**config.mk**
```make
export PLATFORM = sky130hd
export DESIGN_NAME = cache_control_directive_parser
export DESIGN_NICKNAME = d
export VERILOG_FILES = /design/src/rtl/ccdp_pkg.sv /design/src/rtl/cache_control_directive_parser.sv /design/src/rtl/ccdp_fifo.sv /design/src/rtl/ccdp_front.sv /design/src/rtl/ccdp_back.sv
export SDC_FILE = /design/constraint.sdc
export NUM_CORES = 1
export LEC_CHECK = 0
export BUFFER_PORTS_ARGS = -buffer_cell sky130_fd_sc_hd__buf_2
export CORE_UTILIZATION = 28
export DETAILED_ROUTE_END_ITERATION = 10
export PLACE_DENSITY_LB_ADDON = 0.12
export SLEW_MARGIN = 0
export SYNTH_ARGS = -nofsm -noshare
export SYNTH_HDL_FRONTEND = slang
export SYNTH_SLANG_ARGS = --single-unit
```
**constraint.sdc**
```tcl
create_clock -name clk_i -period 7.5 [get_ports clk_i]
set_clock_uncertainty 0.15 [all_clocks]
set_input_delay 0.75 -clock clk_i [delete_from_list [all_inputs] [get_ports clk_i]]
set_output_delay 0.75 -clock clk_i [all_outputs]
set_load 0.05 [all_outputs]
```
**src/rtl/ccdp_pkg.sv**
```systemverilog
// Shared types, byte codes and directive key table for the Cache-Control parser.
// No dependencies; used by every module in the rtl folder except ccdp_fifo.
package ccdp_pkg;

  localparam int NumKeys  = 9;
  localparam int NumFlags = 7;
  localparam int NumAges  = 2;
  localparam int KeyMaxAge = 7;

  localparam int DefaultInDepth  = 4;
  localparam int DefaultOutDepth = 2;

  localparam logic [7:0] CharComma = 8'h2C;
  localparam logic [7:0] CharEq    = 8'h3D;
  localparam logic [7:0] CharPlus  = 8'h2B;
  localparam logic [7:0] CharMinus = 8'h2D;
  localparam logic [7:0] CharZero  = 8'h30;
  localparam logic [7:0] CharNine  = 8'h39;
  localparam logic [7:0] CharSpace = 8'h20;
  localparam logic [7:0] CharTab   = 8'h09;
  localparam logic [7:0] CharCr    = 8'h0D;

  // Largest magnitude a value may reach; one beyond it is an overflow.
  localparam logic [31:0] MagLimit = 32'h8000_0000;

  typedef struct packed {
    logic [7:0] char_byte;
    logic       final_byte;
    logic       is_comma;
    logic       is_ws;
    logic       is_eq;
    logic       is_digit;
    logic [3:0] digit;
    logic       is_plus;
    logic       is_minus;
  } byte_class_t;

  typedef struct packed {
    logic [NumFlags-1:0] flags;
    logic signed [31:0]  max_age;
    logic signed [31:0]  shared_max_age;
    logic                parse_error;
  } result_t;

  // Directive keys, right-aligned: character p of a key of length n sits at byte n-1-p.
  function automatic logic [127:0] key_text(input int unsigned k);
    case (k)
      0:       return 128'("must-revalidate");
      1:       return 128'("no-cache");
      2:       return 128'("no-store");
      3:       return 128'("no-transform");
      4:       return 128'("public");
      5:       return 128'("private");
      6:       return 128'("proxy-revalidate");
      7:       return 128'("max-age");
      8:       return 128'("s-maxage");
      default: return '0;
    endcase
  endfunction

  function automatic logic [4:0] key_len(input int unsigned k);
    case (k)
      0:       return 5'd15;
      1:       return 5'd8;
      2:       return 5'd8;
      3:       return 5'd12;
      4:       return 5'd6;
      5:       return 5'd7;
      6:       return 5'd16;
      7:       return 5'd7;
      8:       return 5'd8;
      default: return 5'd0;
    endcase
  endfunction

  // Character of key k at position pos; only meaningful while pos is below the key length.
  function automatic logic [7:0] key_byte(input int unsigned k, input logic [3:0] pos);
    logic [127:0] txt;
    logic [3:0]   idx;
    txt = key_text(k);
    idx = 4'(key_len(k) - 5'd1 - {1'b0, pos});
    return txt[{idx, 3'b000} +: 8];
  endfunction

endpackage

```
**src/rtl/cache_control_directive_parser.sv**
```systemverilog
// Cache-Control header parser. Takes one byte of the header value per cycle through a
// queue-style port and returns one result transaction for each byte marked final. Bytes
// are classified on entry and queued; the parser behind the queue handles one byte per
// cycle, so the sustained rate is one byte per cycle, and the result of a final byte
// becomes visible on the result side in the cycle after that byte is taken. The parser
// stalls only while the result queue is full, and the input then reports full once its
// byte queue has filled. Depends on ccdp_pkg, ccdp_front, ccdp_back and ccdp_fifo.
module cache_control_directive_parser #(
  parameter int InDepth  = ccdp_pkg::DefaultInDepth,
  parameter int OutDepth = ccdp_pkg::DefaultOutDepth
) (
  input  logic               clk_i,
  input  logic               rst_ni,
  input  logic               push,
  output logic               full,
  input  logic [7:0]         char_byte_i,
  input  logic               final_byte_i,
  output logic               empty,
  input  logic               pop,
  output logic               must_revalidate_o,
  output logic               no_cache_o,
  output logic               no_store_o,
  output logic               no_transform_o,
  output logic               is_public_o,
  output logic               is_private_o,
  output logic               proxy_revalidate_o,
  output logic signed [31:0] max_age_o,
  output logic signed [31:0] shared_max_age_o,
  output logic               parse_error_o
);
  import ccdp_pkg::*;

  byte_class_t                cls;
  logic                       cls_empty, cls_pop;
  result_t                    res_in, res_out;
  logic                       res_push, res_full;
  logic [$bits(result_t)-1:0] res_data;

  ccdp_front #(
    .Depth(InDepth)
  ) u_front (
    .clk_i       (clk_i),
    .rst_ni      (rst_ni),
    .push_i      (push),
    .full_o      (full),
    .char_byte_i (char_byte_i),
    .final_byte_i(final_byte_i),
    .pop_i       (cls_pop),
    .empty_o     (cls_empty),
    .class_o     (cls)
  );

  ccdp_back u_back (
    .clk_i     (clk_i),
    .rst_ni    (rst_ni),
    .in_empty_i(cls_empty),
    .in_class_i(cls),
    .in_pop_o  (cls_pop),
    .res_full_i(res_full),
    .res_push_o(res_push),
    .res_o     (res_in)
  );

  ccdp_fifo #(
    .Width($bits(result_t)),
    .Depth(OutDepth)
  ) u_result_queue (
    .clk_i  (clk_i),
    .rst_ni (rst_ni),
    .push_i (res_push),
    .full_o (res_full),
    .data_i (res_in),
    .pop_i  (pop),
    .empty_o(empty),
    .data_o (res_data)
  );

  assign res_out            = result_t'(res_data);
  assign must_revalidate_o  = res_out.flags[0];
  assign no_cache_o         = res_out.flags[1];
  assign no_store_o         = res_out.flags[2];
  assign no_transform_o     = res_out.flags[3];
  assign is_public_o        = res_out.flags[4];
  assign is_private_o       = res_out.flags[5];
  assign proxy_revalidate_o = res_out.flags[6];
  assign max_age_o          = res_out.max_age;
  assign shared_max_age_o   = res_out.shared_max_age;
  assign parse_error_o      = res_out.parse_error;

endmodule

```
**src/rtl/ccdp_fifo.sv**
```systemverilog
// Small first-in first-out queue of flip-flops with full and empty flags.
// Standalone; used between the front and back parts and on the result side.
module ccdp_fifo #(
  parameter int Width = 8,
  parameter int Depth = 2
) (
  input  logic             clk_i,
  input  logic             rst_ni,
  input  logic             push_i,
  output logic             full_o,
  input  logic [Width-1:0] data_i,
  input  logic             pop_i,
  output logic             empty_o,
  output logic [Width-1:0] data_o
);

  localparam int PtrW = (Depth > 1) ? $clog2(Depth) : 1;
  localparam int CntW = $clog2(Depth + 1);

  logic [Width-1:0] mem_q [Depth];
  logic [PtrW-1:0]  wptr_q, wptr_d, rptr_q, rptr_d;
  logic [CntW-1:0]  count_q, count_d;
  logic             do_push, do_pop;

  assign full_o  = (count_q == CntW'(Depth));
  assign empty_o = (count_q == '0);
  assign do_push = push_i && !full_o;
  assign do_pop  = pop_i && !empty_o;
  assign data_o  = mem_q[rptr_q];

  always_comb begin
    wptr_d  = wptr_q;
    rptr_d  = rptr_q;
    count_d = count_q;
    if (do_push) begin
      wptr_d = (wptr_q == PtrW'(Depth - 1)) ? '0 : wptr_q + PtrW'(1);
    end
    if (do_pop) begin
      rptr_d = (rptr_q == PtrW'(Depth - 1)) ? '0 : rptr_q + PtrW'(1);
    end
    if (do_push && !do_pop) begin
      count_d = count_q + CntW'(1);
    end else if (do_pop && !do_push) begin
      count_d = count_q - CntW'(1);
    end
  end

  always_ff @(posedge clk_i or negedge rst_ni) begin
    if (!rst_ni) begin
      wptr_q  <= '0;
      rptr_q  <= '0;
      count_q <= '0;
    end else begin
      wptr_q  <= wptr_d;
      rptr_q  <= rptr_d;
      count_q <= count_d;
    end
  end

  always_ff @(posedge clk_i) begin
    if (do_push) begin
      mem_q[wptr_q] <= data_i;
    end
  end

endmodule

```
**src/rtl/ccdp_front.sv**
```systemverilog
// Front part: accepts header bytes, classifies each one and queues it for the parser.
// Depends on ccdp_pkg and ccdp_fifo.
module ccdp_front #(
  parameter int Depth = ccdp_pkg::DefaultInDepth
) (
  input  logic                  clk_i,
  input  logic                  rst_ni,
  input  logic                  push_i,
  output logic                  full_o,
  input  logic [7:0]            char_byte_i,
  input  logic                  final_byte_i,
  input  logic                  pop_i,
  output logic                  empty_o,
  output ccdp_pkg::byte_class_t class_o
);
  import ccdp_pkg::*;

  byte_class_t cls;
  logic [$bits(byte_class_t)-1:0] q_data;

  always_comb begin
    cls            = '0;
    cls.char_byte  = char_byte_i;
    cls.final_byte = final_byte_i;
    cls.is_comma   = (char_byte_i == CharComma);
    cls.is_ws      = (char_byte_i == CharSpace) ||
                     ((char_byte_i >= CharTab) && (char_byte_i <= CharCr));
    cls.is_eq      = (char_byte_i == CharEq);
    cls.is_digit   = (char_byte_i >= CharZero) && (char_byte_i <= CharNine);
    cls.digit      = 4'(char_byte_i - CharZero);
    cls.is_plus    = (char_byte_i == CharPlus);
    cls.is_minus   = (char_byte_i == CharMinus);
  end

  ccdp_fifo #(
    .Width($bits(byte_class_t)),
    .Depth(Depth)
  ) u_byte_queue (
    .clk_i  (clk_i),
    .rst_ni (rst_ni),
    .push_i (push_i),
    .full_o (full_o),
    .data_i (cls),
    .pop_i  (pop_i),
    .empty_o(empty_o),
    .data_o (q_data)
  );

  assign class_o = byte_class_t'(q_data);

endmodule

```
**src/rtl/ccdp_back.sv**
```systemverilog
// Back part: walks the classified bytes, matches directive keys, accumulates age values
// and builds one result on the final byte. Depends on ccdp_pkg.
module ccdp_back (
  input  logic                  clk_i,
  input  logic                  rst_ni,
  input  logic                  in_empty_i,
  input  ccdp_pkg::byte_class_t in_class_i,
  output logic                  in_pop_o,
  input  logic                  res_full_i,
  output logic                  res_push_o,
  output ccdp_pkg::result_t     res_o
);
  import ccdp_pkg::*;

  typedef enum logic [1:0] {
    PhaseKey   = 2'd0,
    PhaseEq    = 2'd1,
    PhaseValue = 2'd2
  } phase_e;

  phase_e              phase_q, phase_d;
  logic [NumKeys-1:0]  kmv_q, kmv_d;
  logic [4:0]          kpos_q, kpos_d;
  logic                vneg_q, vneg_d, vdig_q, vdig_d, vstop_q, vstop_d, vovf_q, vovf_d;
  logic [31:0]         mag_q, mag_d;
  logic [NumFlags-1:0] flags_q, flags_d;
  logic [NumAges-1:0]  err_q, err_d;
  logic [31:0]         val_q [NumAges];
  logic [31:0]         val_d [NumAges];

  logic        take, first, age_err, any_err;
  logic [35:0] mag_next;
  byte_class_t b;

  assign b        = in_class_i;
  assign take     = !in_empty_i && !res_full_i;
  assign in_pop_o = take;
  assign mag_next = ({4'd0, mag_q} << 3) + ({4'd0, mag_q} << 1) + {32'd0, b.digit};

  always_comb begin
    phase_d    = phase_q;
    kmv_d      = kmv_q;
    kpos_d     = kpos_q;
    vneg_d     = vneg_q;
    vdig_d     = vdig_q;
    vstop_d    = vstop_q;
    vovf_d     = vovf_q;
    mag_d      = mag_q;
    flags_d    = flags_q;
    err_d      = err_q;
    val_d      = val_q;
    first      = 1'b0;
    age_err    = 1'b0;
    any_err    = 1'b0;
    res_push_o = 1'b0;
    res_o      = '0;

    if (take) begin
      if (b.is_comma || b.is_ws) begin
        // Commas only close the token below; whitespace is dropped.
      end else if (phase_q == PhaseKey) begin
        if (b.is_eq) begin
          phase_d = PhaseEq;
        end else begin
          for (int k = 0; k < NumKeys; k++) begin
            if ((kpos_q >= key_len(k)) || (key_byte(k, kpos_q[3:0]) != b.char_byte)) begin
              kmv_d[k] = 1'b0;
            end
          end
          if (kpos_q != 5'd31) begin
            kpos_d = kpos_q + 5'd1;
          end
        end
      end else begin
        first   = (phase_q == PhaseEq);
        phase_d = PhaseValue;
        if (!vstop_q) begin
          if (b.is_digit) begin
            if (mag_next > {4'd0, MagLimit}) begin
              mag_d  = MagLimit;
              vovf_d = 1'b1;
            end else begin
              mag_d = mag_next[31:0];
            end
            vdig_d = 1'b1;
          end else if (first && (b.is_plus || b.is_minus)) begin
            vneg_d = vneg_q | b.is_minus;
          end else begin
            vstop_d = 1'b1;
          end
        end
      end

      // Close the token. A key followed by '=' and nothing else matches no directive.
      if (b.is_comma || b.final_byte) begin
        if (phase_d != PhaseEq) begin
          for (int k = 0; k < NumFlags; k++) begin
            if (kmv_d[k] && (kpos_d == key_len(k))) begin
              flags_d[k] = 1'b1;
            end
          end
          for (int j = 0; j < NumAges; j++) begin
            if (kmv_d[KeyMaxAge + j] && (kpos_d == key_len(KeyMaxAge + j))) begin
              if (phase_d == PhaseKey) begin
                err_d[j] = 1'b1;
                val_d[j] = '0;
              end else begin
                age_err  = !vdig_d || vovf_d || (!vneg_d && mag_d[31]);
                err_d[j] = age_err;
                val_d[j] = age_err ? 32'd0 : (vneg_d ? 32'd0 - mag_d : mag_d);
              end
            end
          end
        end
        phase_d = PhaseKey;
        kmv_d   = '1;
        kpos_d  = '0;
        vneg_d  = 1'b0;
        vdig_d  = 1'b0;
        vstop_d = 1'b0;
        vovf_d  = 1'b0;
        mag_d   = '0;
      end

      if (b.final_byte) begin
        any_err              = |err_d;
        res_push_o           = 1'b1;
        res_o.flags          = flags_d;
        res_o.max_age        = any_err ? 32'sd0 : signed'(val_d[0]);
        res_o.shared_max_age = any_err ? 32'sd0 : signed'(val_d[1]);
        res_o.parse_error    = any_err;
        flags_d              = '0;
        err_d                = '0;
        for (int j = 0; j < NumAges; j++) begin
          val_d[j] = '0;
        end
      end
    end
  end

  always_ff @(posedge clk_i or negedge rst_ni) begin
    if (!rst_ni) begin
      phase_q <= PhaseKey;
      kmv_q   <= '1;
      kpos_q  <= '0;
      vneg_q  <= 1'b0;
      vdig_q  <= 1'b0;
      vstop_q <= 1'b0;
      vovf_q  <= 1'b0;
      mag_q   <= '0;
      flags_q <= '0;
      err_q   <= '0;
      for (int j = 0; j < NumAges; j++) begin
        val_q[j] <= '0;
      end
    end else begin
      phase_q <= phase_d;
      kmv_q   <= kmv_d;
      kpos_q  <= kpos_d;
      vneg_q  <= vneg_d;
      vdig_q  <= vdig_d;
      vstop_q <= vstop_d;
      vovf_q  <= vovf_d;
      mag_q   <= mag_d;
      flags_q <= flags_d;
      err_q   <= err_d;
      val_q   <= val_d;
    end
  end

endmodule
```
==> results of run 1 <==
[worst max-delay path by stage]
stage                                         startpoint                     endpoint  slack, ps  cells past startpoint
after global routing      u_front.u_byte_queue.rptr_q[0]  u_result_queue.mem_q[1][61]         80                     21
after global placement    u_front.u_byte_queue.rptr_q[0]  u_result_queue.mem_q[1][29]        270                     22
after CTS                 u_front.u_byte_queue.rptr_q[0]  u_result_queue.mem_q[1][61]        150                     22
after floorplan           u_front.u_byte_queue.rptr_q[0]  u_result_queue.mem_q[0][23]        760                     27
after detailed placement  u_front.u_byte_queue.rptr_q[0]  u_result_queue.mem_q[1][61]        170                     22
final                     u_front.u_byte_queue.rptr_q[0]  u_result_queue.mem_q[0][57]        540                     21
[flip-flops by register name (all words and copies together) (netlist names), 2 cells and up]
register                      cells
u_back.kpos_q                     5
u_back.kmv_q                      9
u_front.u_byte_queue.rptr_q       2
u_result_queue.mem_q            144
u_back.phase_q                    2
u_back.val_q                     64
u_back.flags_q                    7
u_back.err_q                      2
u_back.mag_q                     32
u_front.u_byte_queue.count_q      3
u_result_queue.count_q            2
u_front.u_byte_queue.wptr_q       2
u_front.u_byte_queue.mem_q       60
[through the flow]
step | instance area (um^2) | util | instances
5_1_grt | 22890 | 0.3251 | 2883
3_5_place_dp | 21580 | 0.3065 | 2811
2_1_floorplan | 20040 | - | 1843
4_1_cts | 22880 | 0.3250 | 2883
3_3_place_gp | 21580 | 0.3065 | 2811
6_report | 22890 | 0.3251 | 2883
[power breakdown]
part | internal [mW] | switching [mW]
logic | 0.868 | 2.38
clock network | 1.15 | 0.792
registers | 2.46 | 0.127
[worst max-delay path, cell delays in order, from the launching register on]
cell and delay, ps:
dfrtp_2 500, mux4_2 570, fa_1 520, inv_1 60, fa_1 440, nand2b_1 190, a21oi_2 370, o21ai_1 240
o211ai_1 370, a31oi_1 190, mux2i_1 330, nor3_2 110, buf_4 240, a32oi_1 320, ha_1 280, o21ai_0 160
nand2b_1 200, a21oi_1 290, nand4_1 350, o31ai_1 380, xnor2_1 170, a22o_1 260
[cell type report]
class                      count  area share
tap                          940     0.05139
clock inverter                15    0.009567
multi-input combinational   1364      0.4346
sequential                   340      0.4171
inverter                      34    0.005576
timing repair buffer         133     0.03450
clock buffer                  57     0.04734
[metal layers]
| layer | GRT usage | part of all wire |
|---|---|---|
| met3 | 0.01826 | 0.040 |
| met4 | 0.04067 | 0.018 |
| met1 | 0.2454 | 0.48 |
| met5 | 0 | 0 |
| met2 | 0.2744 | 0.46 |
[cell families after synthesis]
family,after synthesis
flip-flops,340
adder cells (fa/ha/maj),93
multiplexers,100
AO/OA/AOI/OAI,547
buffers and inverters,139
XOR/XNOR,100
AND/OR/NAND/NOR,524
[cell usage in the layout, fill, tap and decap left out, drive strengths merged, types with 16 or more instances in the layout]
| cell | count |
|---|---|
| xnor2 | 56 |
| o21ai | 133 |
| edfxtp | 204 |
| o2bb2ai | 16 |
| nor3 | 41 |
| o31ai | 19 |
| a21oi | 91 |
| a21o | 16 |
| clkbuf | 57 |
| dfrtp | 127 |
| nand4 | 22 |
| or3 | 17 |
| ha | 90 |
| nand2 | 151 |
| a22oi | 24 |
| nor2 | 135 |
| inv | 33 |
| mux4 | 16 |
| nor4 | 19 |
| buf | 133 |
| nand2b | 20 |
| a31oi | 25 |
| o211ai | 17 |
| mux2 | 75 |
| a22o | 93 |
| xor2 | 44 |
| nand3 | 40 |
[repair_timing]
| action | in CTS | in global routing |
|---|---|---|
| gates resized for setup | 0 | 3 |
| setup buffers | 0 | 0 |
| setup endpoints to repair | 0 | 36 |
| hold buffers | 0 | 0 |
==> implementation parameters, run 1 <==
Parameter                              Value

Outcome
  Result of the run    complete, no violations

Yosys
  Multiplexer share of the synthesized area    0.06480
  Post-Synthesis Cell Area    between 0.02 and 0.025 mm^2
  Synthesized netlist net count    roughly 2k
  Number of cells produced by synthesis    1843
  Combinational family with the most area after synthesis    compound AO/OA/AOI/OAI gates
  Simple logic cell fraction of the synthesized area    0.1340
  Avg Inst Size Synth    10.88 um^2
  Sequential area share after synthesis    0.4760
  Most area-consuming cells after synthesis    edfxtp_1 31%, dfrtp_1 16%, ha_1 5.6%, mux2_2 4.2%, a22o_1 4.1%
  Fraction of the mapped netlist area in adder cells    0.05918
  Synth unique cells    a little under 100
  Post-synthesis register bit count    340
  Most instantiated flip-flop cell in the synthesis netlist    edfxtp_1
  Compound-gate portion of the synthesized area    0.1922
  Fraction of synthesized cell area taken by the top area cell type    0.3056
  Cell taking the most area after synthesis    edfxtp_1
  Most frequent cell after synthesis    edfxtp_1
  Asr flop ratio synth    0.4000
  Xor/xnor share of the synthesized area    0.04407
  Most used standard cells in the synthesized netlist    204 x edfxtp_1, 150 x nand2_1, 131 x nor2_1
  Count of flip-flops with a built-in enable after synthesis    204
  Number of warnings reported in the yosys synthesis log    0

Placement
  Routability congestion estimate from global placement    approximately 0.88
  IO buf count    86
  Half-perimeter wire length after placement    44.59 mm
  Minimum setup slack after placement    around 170 ps

Clock tree
  Clock sink count    340
  Clock transition time at the flip-flop clock pins of the worst setup and hold paths    around 60 ps
  Cts bufs inserted    39
  Bufs on Longest Clock Path    3
  Worst-Skew Late Latency    580 ps
  Cell at the root of the clock tree    clkbuf_16
  Maximum level of the CTS H-tree    2
  TritonCTS clock tree    built

Detailed routing
  Number of remaining DRC errors    0
  Number of nets with antenna violations after routing    0
  Total detailed-routing wirelength    63.19 mm
  Average routed wire per standard cell    about 22 um
  Total via count after detailed routing    approximately 15k
  Detailed Routing Iterations Pass 1    5
  Vias per Instance    5.328
  Detailed router's first-iteration violation count    about 1.4k

Timing
  Unrepaired setup endpoints after global routing    false
  Final worst-path cycle share    0.9277
  Final period demand of the worst path    around 7000 ps
  Worst-case hold slack    a little over 100 ps
  Max Freq    143.7 MHz
  Relative slew slack    0.3312
  Total count of max-transition violations in the final report    0
  Final setup fails    0
  Hold violation count in the final report    0
  Least-Margin Pin Slew    977.9 ps
  Aggregate negative setup slack    0 ps
  Setup slack of the critical path after layout    542.5 ps

Hold path
  Hold Crit Class    in -> async

Worst setup path
  RR Startpoint    u_front.u_byte_queue.rptr_q[0]
  Required @ worst endpoint    about 7600 ps
  Internal reg-to-reg setup slack    540 ps
  Worst R2R Path Depth    21
  Worst setup path class    reg -> reg
  Worst path arrival time    between 7000 and 8000 ps
  Endpoint kind of the worst setup timing path    register
  Crit-path max FO    21
  Critical Path Source Type    register
  R2R Path End    u_result_queue.mem_q[0][57]

Die
  Area of the core region    0.07039 mm^2
  Initial core utilization    0.2847
  Die Y    around 270 um
  Row cnt    between 90 and 100
  Area enclosed by the die boundary    0.07266 mm^2
  Ports    87
  Die Width    between 200 and 300 um

GRT
  Combined global-route utilization of all metal layers    0.1710
  Number of global-route vias before repair    about 15k
  First-pass GRT wire length    between 90 and 100 mm
  Gr ovfl total    0
  Initial antenna violation count    0
  Largest net degree at the start of global routing    82

Final layout
  Total inserted antenna cells    0
  Area used by multi-input combinational logic    roughly 0.0099 mm^2
  Filler cell count    between 7k and 8k
  Fraction of final layout cells with drive strength greater than 1    0.1781
  Total Nets Final    between 2k and 2.5k
  Flip-flop and latch area    0.009545 mm^2
  Area Growth Syn to Fin    14.19%

Power
  P_leak    roughly 8.8 nW
  IR drop worst, VDD    approximately 0.22 mV
  Power per unit of standard cell area    around 340 mW/mm^2
  Post-route total power    7.782 mW

Flow run
  Max cap viols    0
No activity file was read; power rests on OpenSTA's default activity.
==> run 2: changes to the inputs <==
==> constraint.sdc (replaced) <==
create_clock -name clk_i -period 7.2 [get_ports clk_i]
set_clock_uncertainty 0.15 [all_clocks]
set_input_delay 0.72 -clock clk_i [delete_from_list [all_inputs] [get_ports clk_i]]
set_output_delay 0.72 -clock clk_i [all_outputs]
set_load 0.05 [all_outputs]
==> run 2 against run 1 <==
Fmax rose by 3.4%. Critical path depth rose by 2. Total power rose by 2.4%. Global-route usage rose by 0.11 points. Final cell count barely moved. Sequential power rose by 4%. Cell area fell by 0.30%. Core utilization fell by 0.098 points. Clock power fell by 2%. First-iteration DRC count fell by 17%. Via count rose by 0.78%. Routed wire length barely moved. Critical path type unchanged. Critical endpoint is now u_result_queue.mem_q[0][23].
==> implementation parameters, run 2 (same netlist as run 1, synthesis figures left out) <==
Parameter                              Value

Die
  Area of the core region    between 0.07 and 0.08 mm^2
  Area enclosed by the die boundary    between 0.07 and 0.08 mm^2
  Die Y    around 270 um
  Initial core utilization    0.2847
  Die Width    between 200 and 300 um
  Ports    a little under 90
  Row cnt    97

Final layout
  Max FFs per register    144
  Leading cell types in the layout, fill and taps excluded    204 x edfxtp_1, 150 x nand2_1, 129 x nor2_1
  Total inserted antenna cells    0
  Commonest non-fill, non-tap cell in the layout    edfxtp_1
  Filler cell count    between 7k and 8k
  Reg with most FFs    u_result_queue.mem_q
  Top flop regs    u_result_queue.mem_q (144), u_back.val_q (64), u_front.u_byte_queue.mem_q (60)
  Flip-flop and latch area    between 0.009 and 0.01 mm^2
  Fraction of final layout cells with drive strength greater than 1    0.1790
  Area used by multi-input combinational logic    around 0.01 mm^2
  Core occupancy in the finished layout    0.3242
  Total Nets Final    just over 2k
  Area Growth Syn to Fin    13.85%

Detailed routing
  Number of remaining DRC errors    0
  Average routed wire per standard cell    around 22 um
  Total detailed-routing wirelength    about 63 mm
  Detailed Routing Iterations Pass 1    6
  Total via count after detailed routing    between 15k and 20k
  Vias per Instance    between 5 and 6
  Number of nets with antenna violations after routing    0
  Detailed router's first-iteration violation count    1135

Clock tree
  TritonCTS clock tree    built
  Cell at the root of the clock tree    clkbuf_16
  Clock transition time at the flip-flop clock pins of the worst setup and hold paths    ~60 ps
  Clock sink count    340
  Cts bufs inserted    39
  Maximum level of the CTS H-tree    2
  Worst-Skew Late Latency    roughly 570 ps
  Bufs on Longest Clock Path    3

Worst setup path
  Crit-path max FO    8
  Worst setup path class    reg -> reg
  RR Startpoint    u_front.u_byte_queue.rptr_q[0]
  Startpoint of the worst setup timing path    u_front.u_byte_queue.rptr_q[0]
  Endpoint kind of the worst setup timing path    register
  Required @ worst endpoint    about 7400 ps
  Worst path arrival time    6900 ps
  Critical Path Source Type    register

Placement
  IO buf count    86
  Half-perimeter wire length after placement    44.55 mm
  Routability congestion estimate from global placement    about 0.87

GRT
  Initial antenna violation count    0
  Combined global-route utilization of all metal layers    0.1721
  Largest net degree at the start of global routing    76
  Gr ovfl total    0
  First-pass GRT wire length    approximately 98 mm
  Number of global-route vias before repair    15.32k

Timing
  Final period demand of the worst path    around 6700 ps
  Final setup fails    0
  Aggregate negative setup slack    0 ps
  Worst-case hold slack    52.68 ps
  Total count of max-transition violations in the final report    0
  Least-Margin Pin Slew    about 1000 ps
  Relative slew slack    0.3053
  Hold violation count in the final report    0
  Max Freq    148.6 MHz
  Final worst-path cycle share    0.9347
  Unrepaired setup endpoints after global routing    false

Hold path
  Hold Crit Class    in -> async

Flow run
  Max cap viols    0

Power
  Post-route total power    about 8.0 mW
  IR drop worst, VDD    0.3327 mV
  Power per unit of standard cell area    ~350 mW/mm^2
  P_leak    8.774 nW

Outcome
  Result of the run    complete, no violations
run 2: changes by cell type in the layout (fill, tap and decap cells not counted), moves of 2 or more:
cell | previous run | this run
bufinv_16 | 4 | 1
buf_4 | 47 | 49
clkbuf_1 | 14 | 9
clkbuf_8 | 4 | 2
clkinv_1 | 5 | 8
clkinv_2 | 4 | 7
run 2: layer usage:
layer | share of wire | vias up | wire length (um) | track usage
li1 | - | 7210 | - | -
met1 | 0.47 | 7762 | 29970 | 0.2433
met2 | 0.46 | 422 | 29040 | 0.2737
met3 | 0.044 | 88 | 2763 | 0.02351
met4 | 0.023 | 0 | 1453 | 0.04755
met5 | 0 | - | 0 | 0
run 2: final timing paths:
| path | end | slack, ps | cells after the start |
|---|---|---|---|
| hold / removal | u_back.mag_q[25] | 50 | 1 |
| setup / recovery | u_result_queue.mem_q[0][23] | 470 | 23 |
| setup reg to reg | u_result_queue.mem_q[0][23] | 470 | 23 |
| max in group asynchronous | u_result_queue.rptr_q | 5280 | 2 |
| hold reg to reg | u_back.val_q[40] | 330 | 2 |
| min in group clk_i | u_front.u_byte_queue.mem_q[2][10] | 250 | 1 |
run 2: area by class of cell:
type	instances	area share
clock buffer	51	0.04655
clock inverter	20	0.006580
inverter	34	0.005593
multi-input combinational	1364	0.4362
sequential	340	0.4183
tap	940	0.05154
timing repair buffer	135	0.03526
run 2: through the flow:
| stage | worst slack (ps) | area [um^2] | cells |
|---|---|---|---|
| 2_1_floorplan | 459.0 | 20040 | 1843 |
| 3_3_place_gp | 308.2 | 21580 | 2812 |
| 3_5_place_dp | 154.3 | 21580 | 2812 |
| 4_1_cts | 107.0 | 22800 | 2883 |
| 5_1_grt | 8.369 | 22820 | 2884 |
| 6_report | 470.3 | 22820 | 2884 |
run 2: report_power, final:
group	total [mW]	leakage (nW)	switching, mW	internal, mW
combinational	3.38	4.43	2.48	0.897
sequential	2.69	3.75	0.128	2.56
clock	1.90	0.592	0.820	1.08
run 2: timing repair:
item | CTS | global route
hold buffers | 0 | 0
setup endpoints to repair | 0 | 34
setup buffers | 0 | 1
hold endpoints to repair | 0 | 0
resized for setup | 0 | 3
run 2: worst max-delay path, cell delays in order, from the launching register on:
cell	delay (ps)
dfrtp_1	430
mux4_2	550
fa_1	520
inv_1	60
fa_1	450
nand2b_1	220
a21oi_4	270
o21a_1	200
a31oi_1	140
a211oi_2	410
or4b_4	540
nor4_4	320
a31oi_1	150
nor2_1	270
a22oi_1	100
buf_4	170
ha_1	230
o21ai_0	160
nand2b_1	150
a21oi_1	80
nand4_1	260
o21ai_0	160
xor2_1	230
a22o_1	240
==> run 3: changes to the inputs <==
--- a/config.mk
+++ b/config.mk
@@ -6,9 +6,9 @@
 export NUM_CORES = 1
 export LEC_CHECK = 0
 export BUFFER_PORTS_ARGS = -buffer_cell sky130_fd_sc_hd__buf_2
+export CORE_MARGIN = 8
 export CORE_UTILIZATION = 28
 export DETAILED_ROUTE_END_ITERATION = 10
-export PLACE_DENSITY_LB_ADDON = 0.12
 export SLEW_MARGIN = 0
 export SYNTH_ARGS = -nofsm -noshare
 export SYNTH_HDL_FRONTEND = slang
==> run 3 against run 2 <==
Critical path depth decreased by 1. Hold slack better by 10 ps. Count of clock-buffer cells in the layout decreased by 4. Cell area fell by 0.81%. Global-route usage down 3.4 points. Fmax rose by 2.1%.
==> implementation parameters, run 3 (same netlist as run 1, synthesis figures left out) <==
Parameter                              Value

GRT
  First-pass GRT wire length    between 90 and 100 mm
  Initial antenna violation count    2
  Largest net degree at the start of global routing    slightly below 80
  Gr ovfl total    0
  Combined global-route utilization of all metal layers    0.1385
  Number of global-route vias before repair    15.55k

Timing
  Relative slew slack    0.2813
  Max Freq    approximately 150 MHz
  Aggregate negative setup slack    0 ps
  Least-Margin Pin Slew    about 1100 ps
  Final setup fails    0
  Final worst-path cycle share    0.9154
  Total count of max-transition violations in the final report    0
  Final period demand of the worst path    6591 ps
  Setup slack of the critical path after layout    slightly above 600 ps
  Hold violation count in the final report    0
  Unrepaired setup endpoints after global routing    false

Detailed routing
  Detailed Routing Iterations Pass 1    6
  Total detailed-routing wirelength    slightly below 60 mm
  Detailed router's first-iteration violation count    1327
  Number of remaining DRC errors    0
  Number of nets with antenna violations after routing    0
  Total via count after detailed routing    about 16k
  Vias per Instance    5.407
  Average routed wire per standard cell    between 20 and 25 um

Clock tree
  Cts bufs inserted    35
  Bufs on Longest Clock Path    3
  TritonCTS clock tree    built
  Worst-Skew Late Latency    ~540 ps
  Maximum level of the CTS H-tree    2
  Clock transition time at the flip-flop clock pins of the worst setup and hold paths    about 60 ps
  Cell at the root of the clock tree    clkbuf_16
  Clock sink count    340

Final layout
  Total Nets Final    2009
  Core occupancy in the finished layout    0.3177
  Total non-filler cell area in the finished layout    0.02263 mm^2
  Fraction of final layout cells with drive strength greater than 1    0.1722
  Top flop regs    u_result_queue.mem_q (144), u_back.val_q (64), u_front.u_byte_queue.mem_q (60)
  Max FFs per register    ~140
  Area Growth Syn to Fin    12.93%
  Leading cell types in the layout, fill and taps excluded    204 x edfxtp_1, 150 x nand2_1, 129 x nor2_1
  Non-filler cells, final    between 2k and 3k
  Reg with most FFs    u_result_queue.mem_q
  Commonest non-fill, non-tap cell in the layout    edfxtp_1

Worst setup path
  Critical Path Source Type    register
  Crit-path max FO    21
  Worst path arrival time    between 6000 and 7000 ps
  R2R Path End    u_result_queue.mem_q[1][29]
  Internal reg-to-reg setup slack    between 600 and 700 ps
  Worst R2R Path Depth    22
  RR Startpoint    u_front.u_byte_queue.rptr_q[0]
  Required @ worst endpoint    around 7300 ps
  Worst setup path class    reg -> reg
  Endpoint kind of the worst setup timing path    register

Placement
  Area of placed instances    approximately 0.022 mm^2
  Half-perimeter wire length after placement    42.19 mm
  Cell count after placement    around 2.8k
  IO buf count    86
  Minimum setup slack after placement    about 370 ps
  Routability congestion estimate from global placement    around 0.91

Flow run
  Max cap viols    0

Die
  Die Y    around 280 um
  Row cnt    between 90 and 100
  Die Width    283.6 um
  Initial core utilization    0.2813
  Area enclosed by the die boundary    approximately 0.08 mm^2
  Ports    just under 90
  Area of the core region    between 0.07 and 0.08 mm^2

Power
  IR drop worst, VDD    0.2516 mV
  Power per unit of standard cell area    between 300 and 400 mW/mm^2
  P_leak    just under 9 nW

Outcome
  Result of the run    complete, no violations

Hold path
  Hold Crit Class    in -> async
==> run 3: critical path, stage by stage, from the launching register on <==
cell and delay (ps):
dfrtp_1 410, mux4_2 540, fa_1 520, inv_1 70, fa_1 450, nand2b_1 190, a21oi_2 350, o21ai_1 220
o211ai_1 340, a31oi_1 190, mux2i_1 350, nor3_2 100, buf_4 240, a32oi_1 270, ha_1 250, o21ai_0 150
nand2b_1 190, a21oi_1 300, nand4_1 140, buf_4 180, o31ai_1 280, xor2_1 310, o2bb2ai_1 130
==> run 3: repair_timing <==
action / CTS / global route
buffers inserted: 0 / 1
endpoints found under the setup margin: 0 / 34
resized for setup: 0 / 1
hold buffers: 0 / 0
hold endpoints to repair: 0 / 0
==> run 3: final cells by class <==
class	count	area [um^2]
Fill cell	7190	48610
Multi-Input combinational cell	1364	9951
Sequential cell	340	9542
Tap cell	950	1189
Clock buffer	47	950.9
Timing Repair Buffer	128	752.0
Inverter	34	127.6
Clock inverter	15	120.1
Antenna cell	1	2.502
==> run 3: worst max path at each step <==
stage                                               from                          end  slack [ps]
after floorplan           u_front.u_byte_queue.rptr_q[0]  u_result_queue.mem_q[0][23]         460
after global placement    u_front.u_byte_queue.rptr_q[0]  u_result_queue.mem_q[0][59]         530
after detailed placement  u_front.u_byte_queue.rptr_q[0]  u_result_queue.mem_q[0][59]         370
after CTS                 u_front.u_byte_queue.rptr_q[0]  u_result_queue.mem_q[1][59]         360
after global routing      u_front.u_byte_queue.rptr_q[0]  u_result_queue.mem_q[0][61]          60
final                     u_front.u_byte_queue.rptr_q[0]  u_result_queue.mem_q[1][29]         610
==> run 3: where the power goes <==
part           switching [mW]  leakage [nW]  total, mW  internal (mW)
logic                    2.46          4.40       3.36          0.894
registers               0.121          3.75       2.68           2.56
clock network           0.747         0.514       1.72          0.972
==> run 3: per-layer routing <==
metal | part of all wire | GRT usage | vias to the layer above
li1 | - | - | 7190
met1 | 0.44 | 0.1803 | 7771
met2 | 0.49 | 0.2364 | 514
met3 | 0.053 | 0.02129 | 91
met4 | 0.025 | 0.04074 | 2
met5 | 0.00017 | 0 | -
==> run 3: metrics by stage <==
step | power (mW) | hold WS, ps
global route | 8.106 | 121.4
finish | 7.755 | 62.76
global placement | 6.075 | 310.9
detailed placement | 6.108 | 320.0
floorplan | 5.181 | 274.4
CTS | 7.842 | 84.35
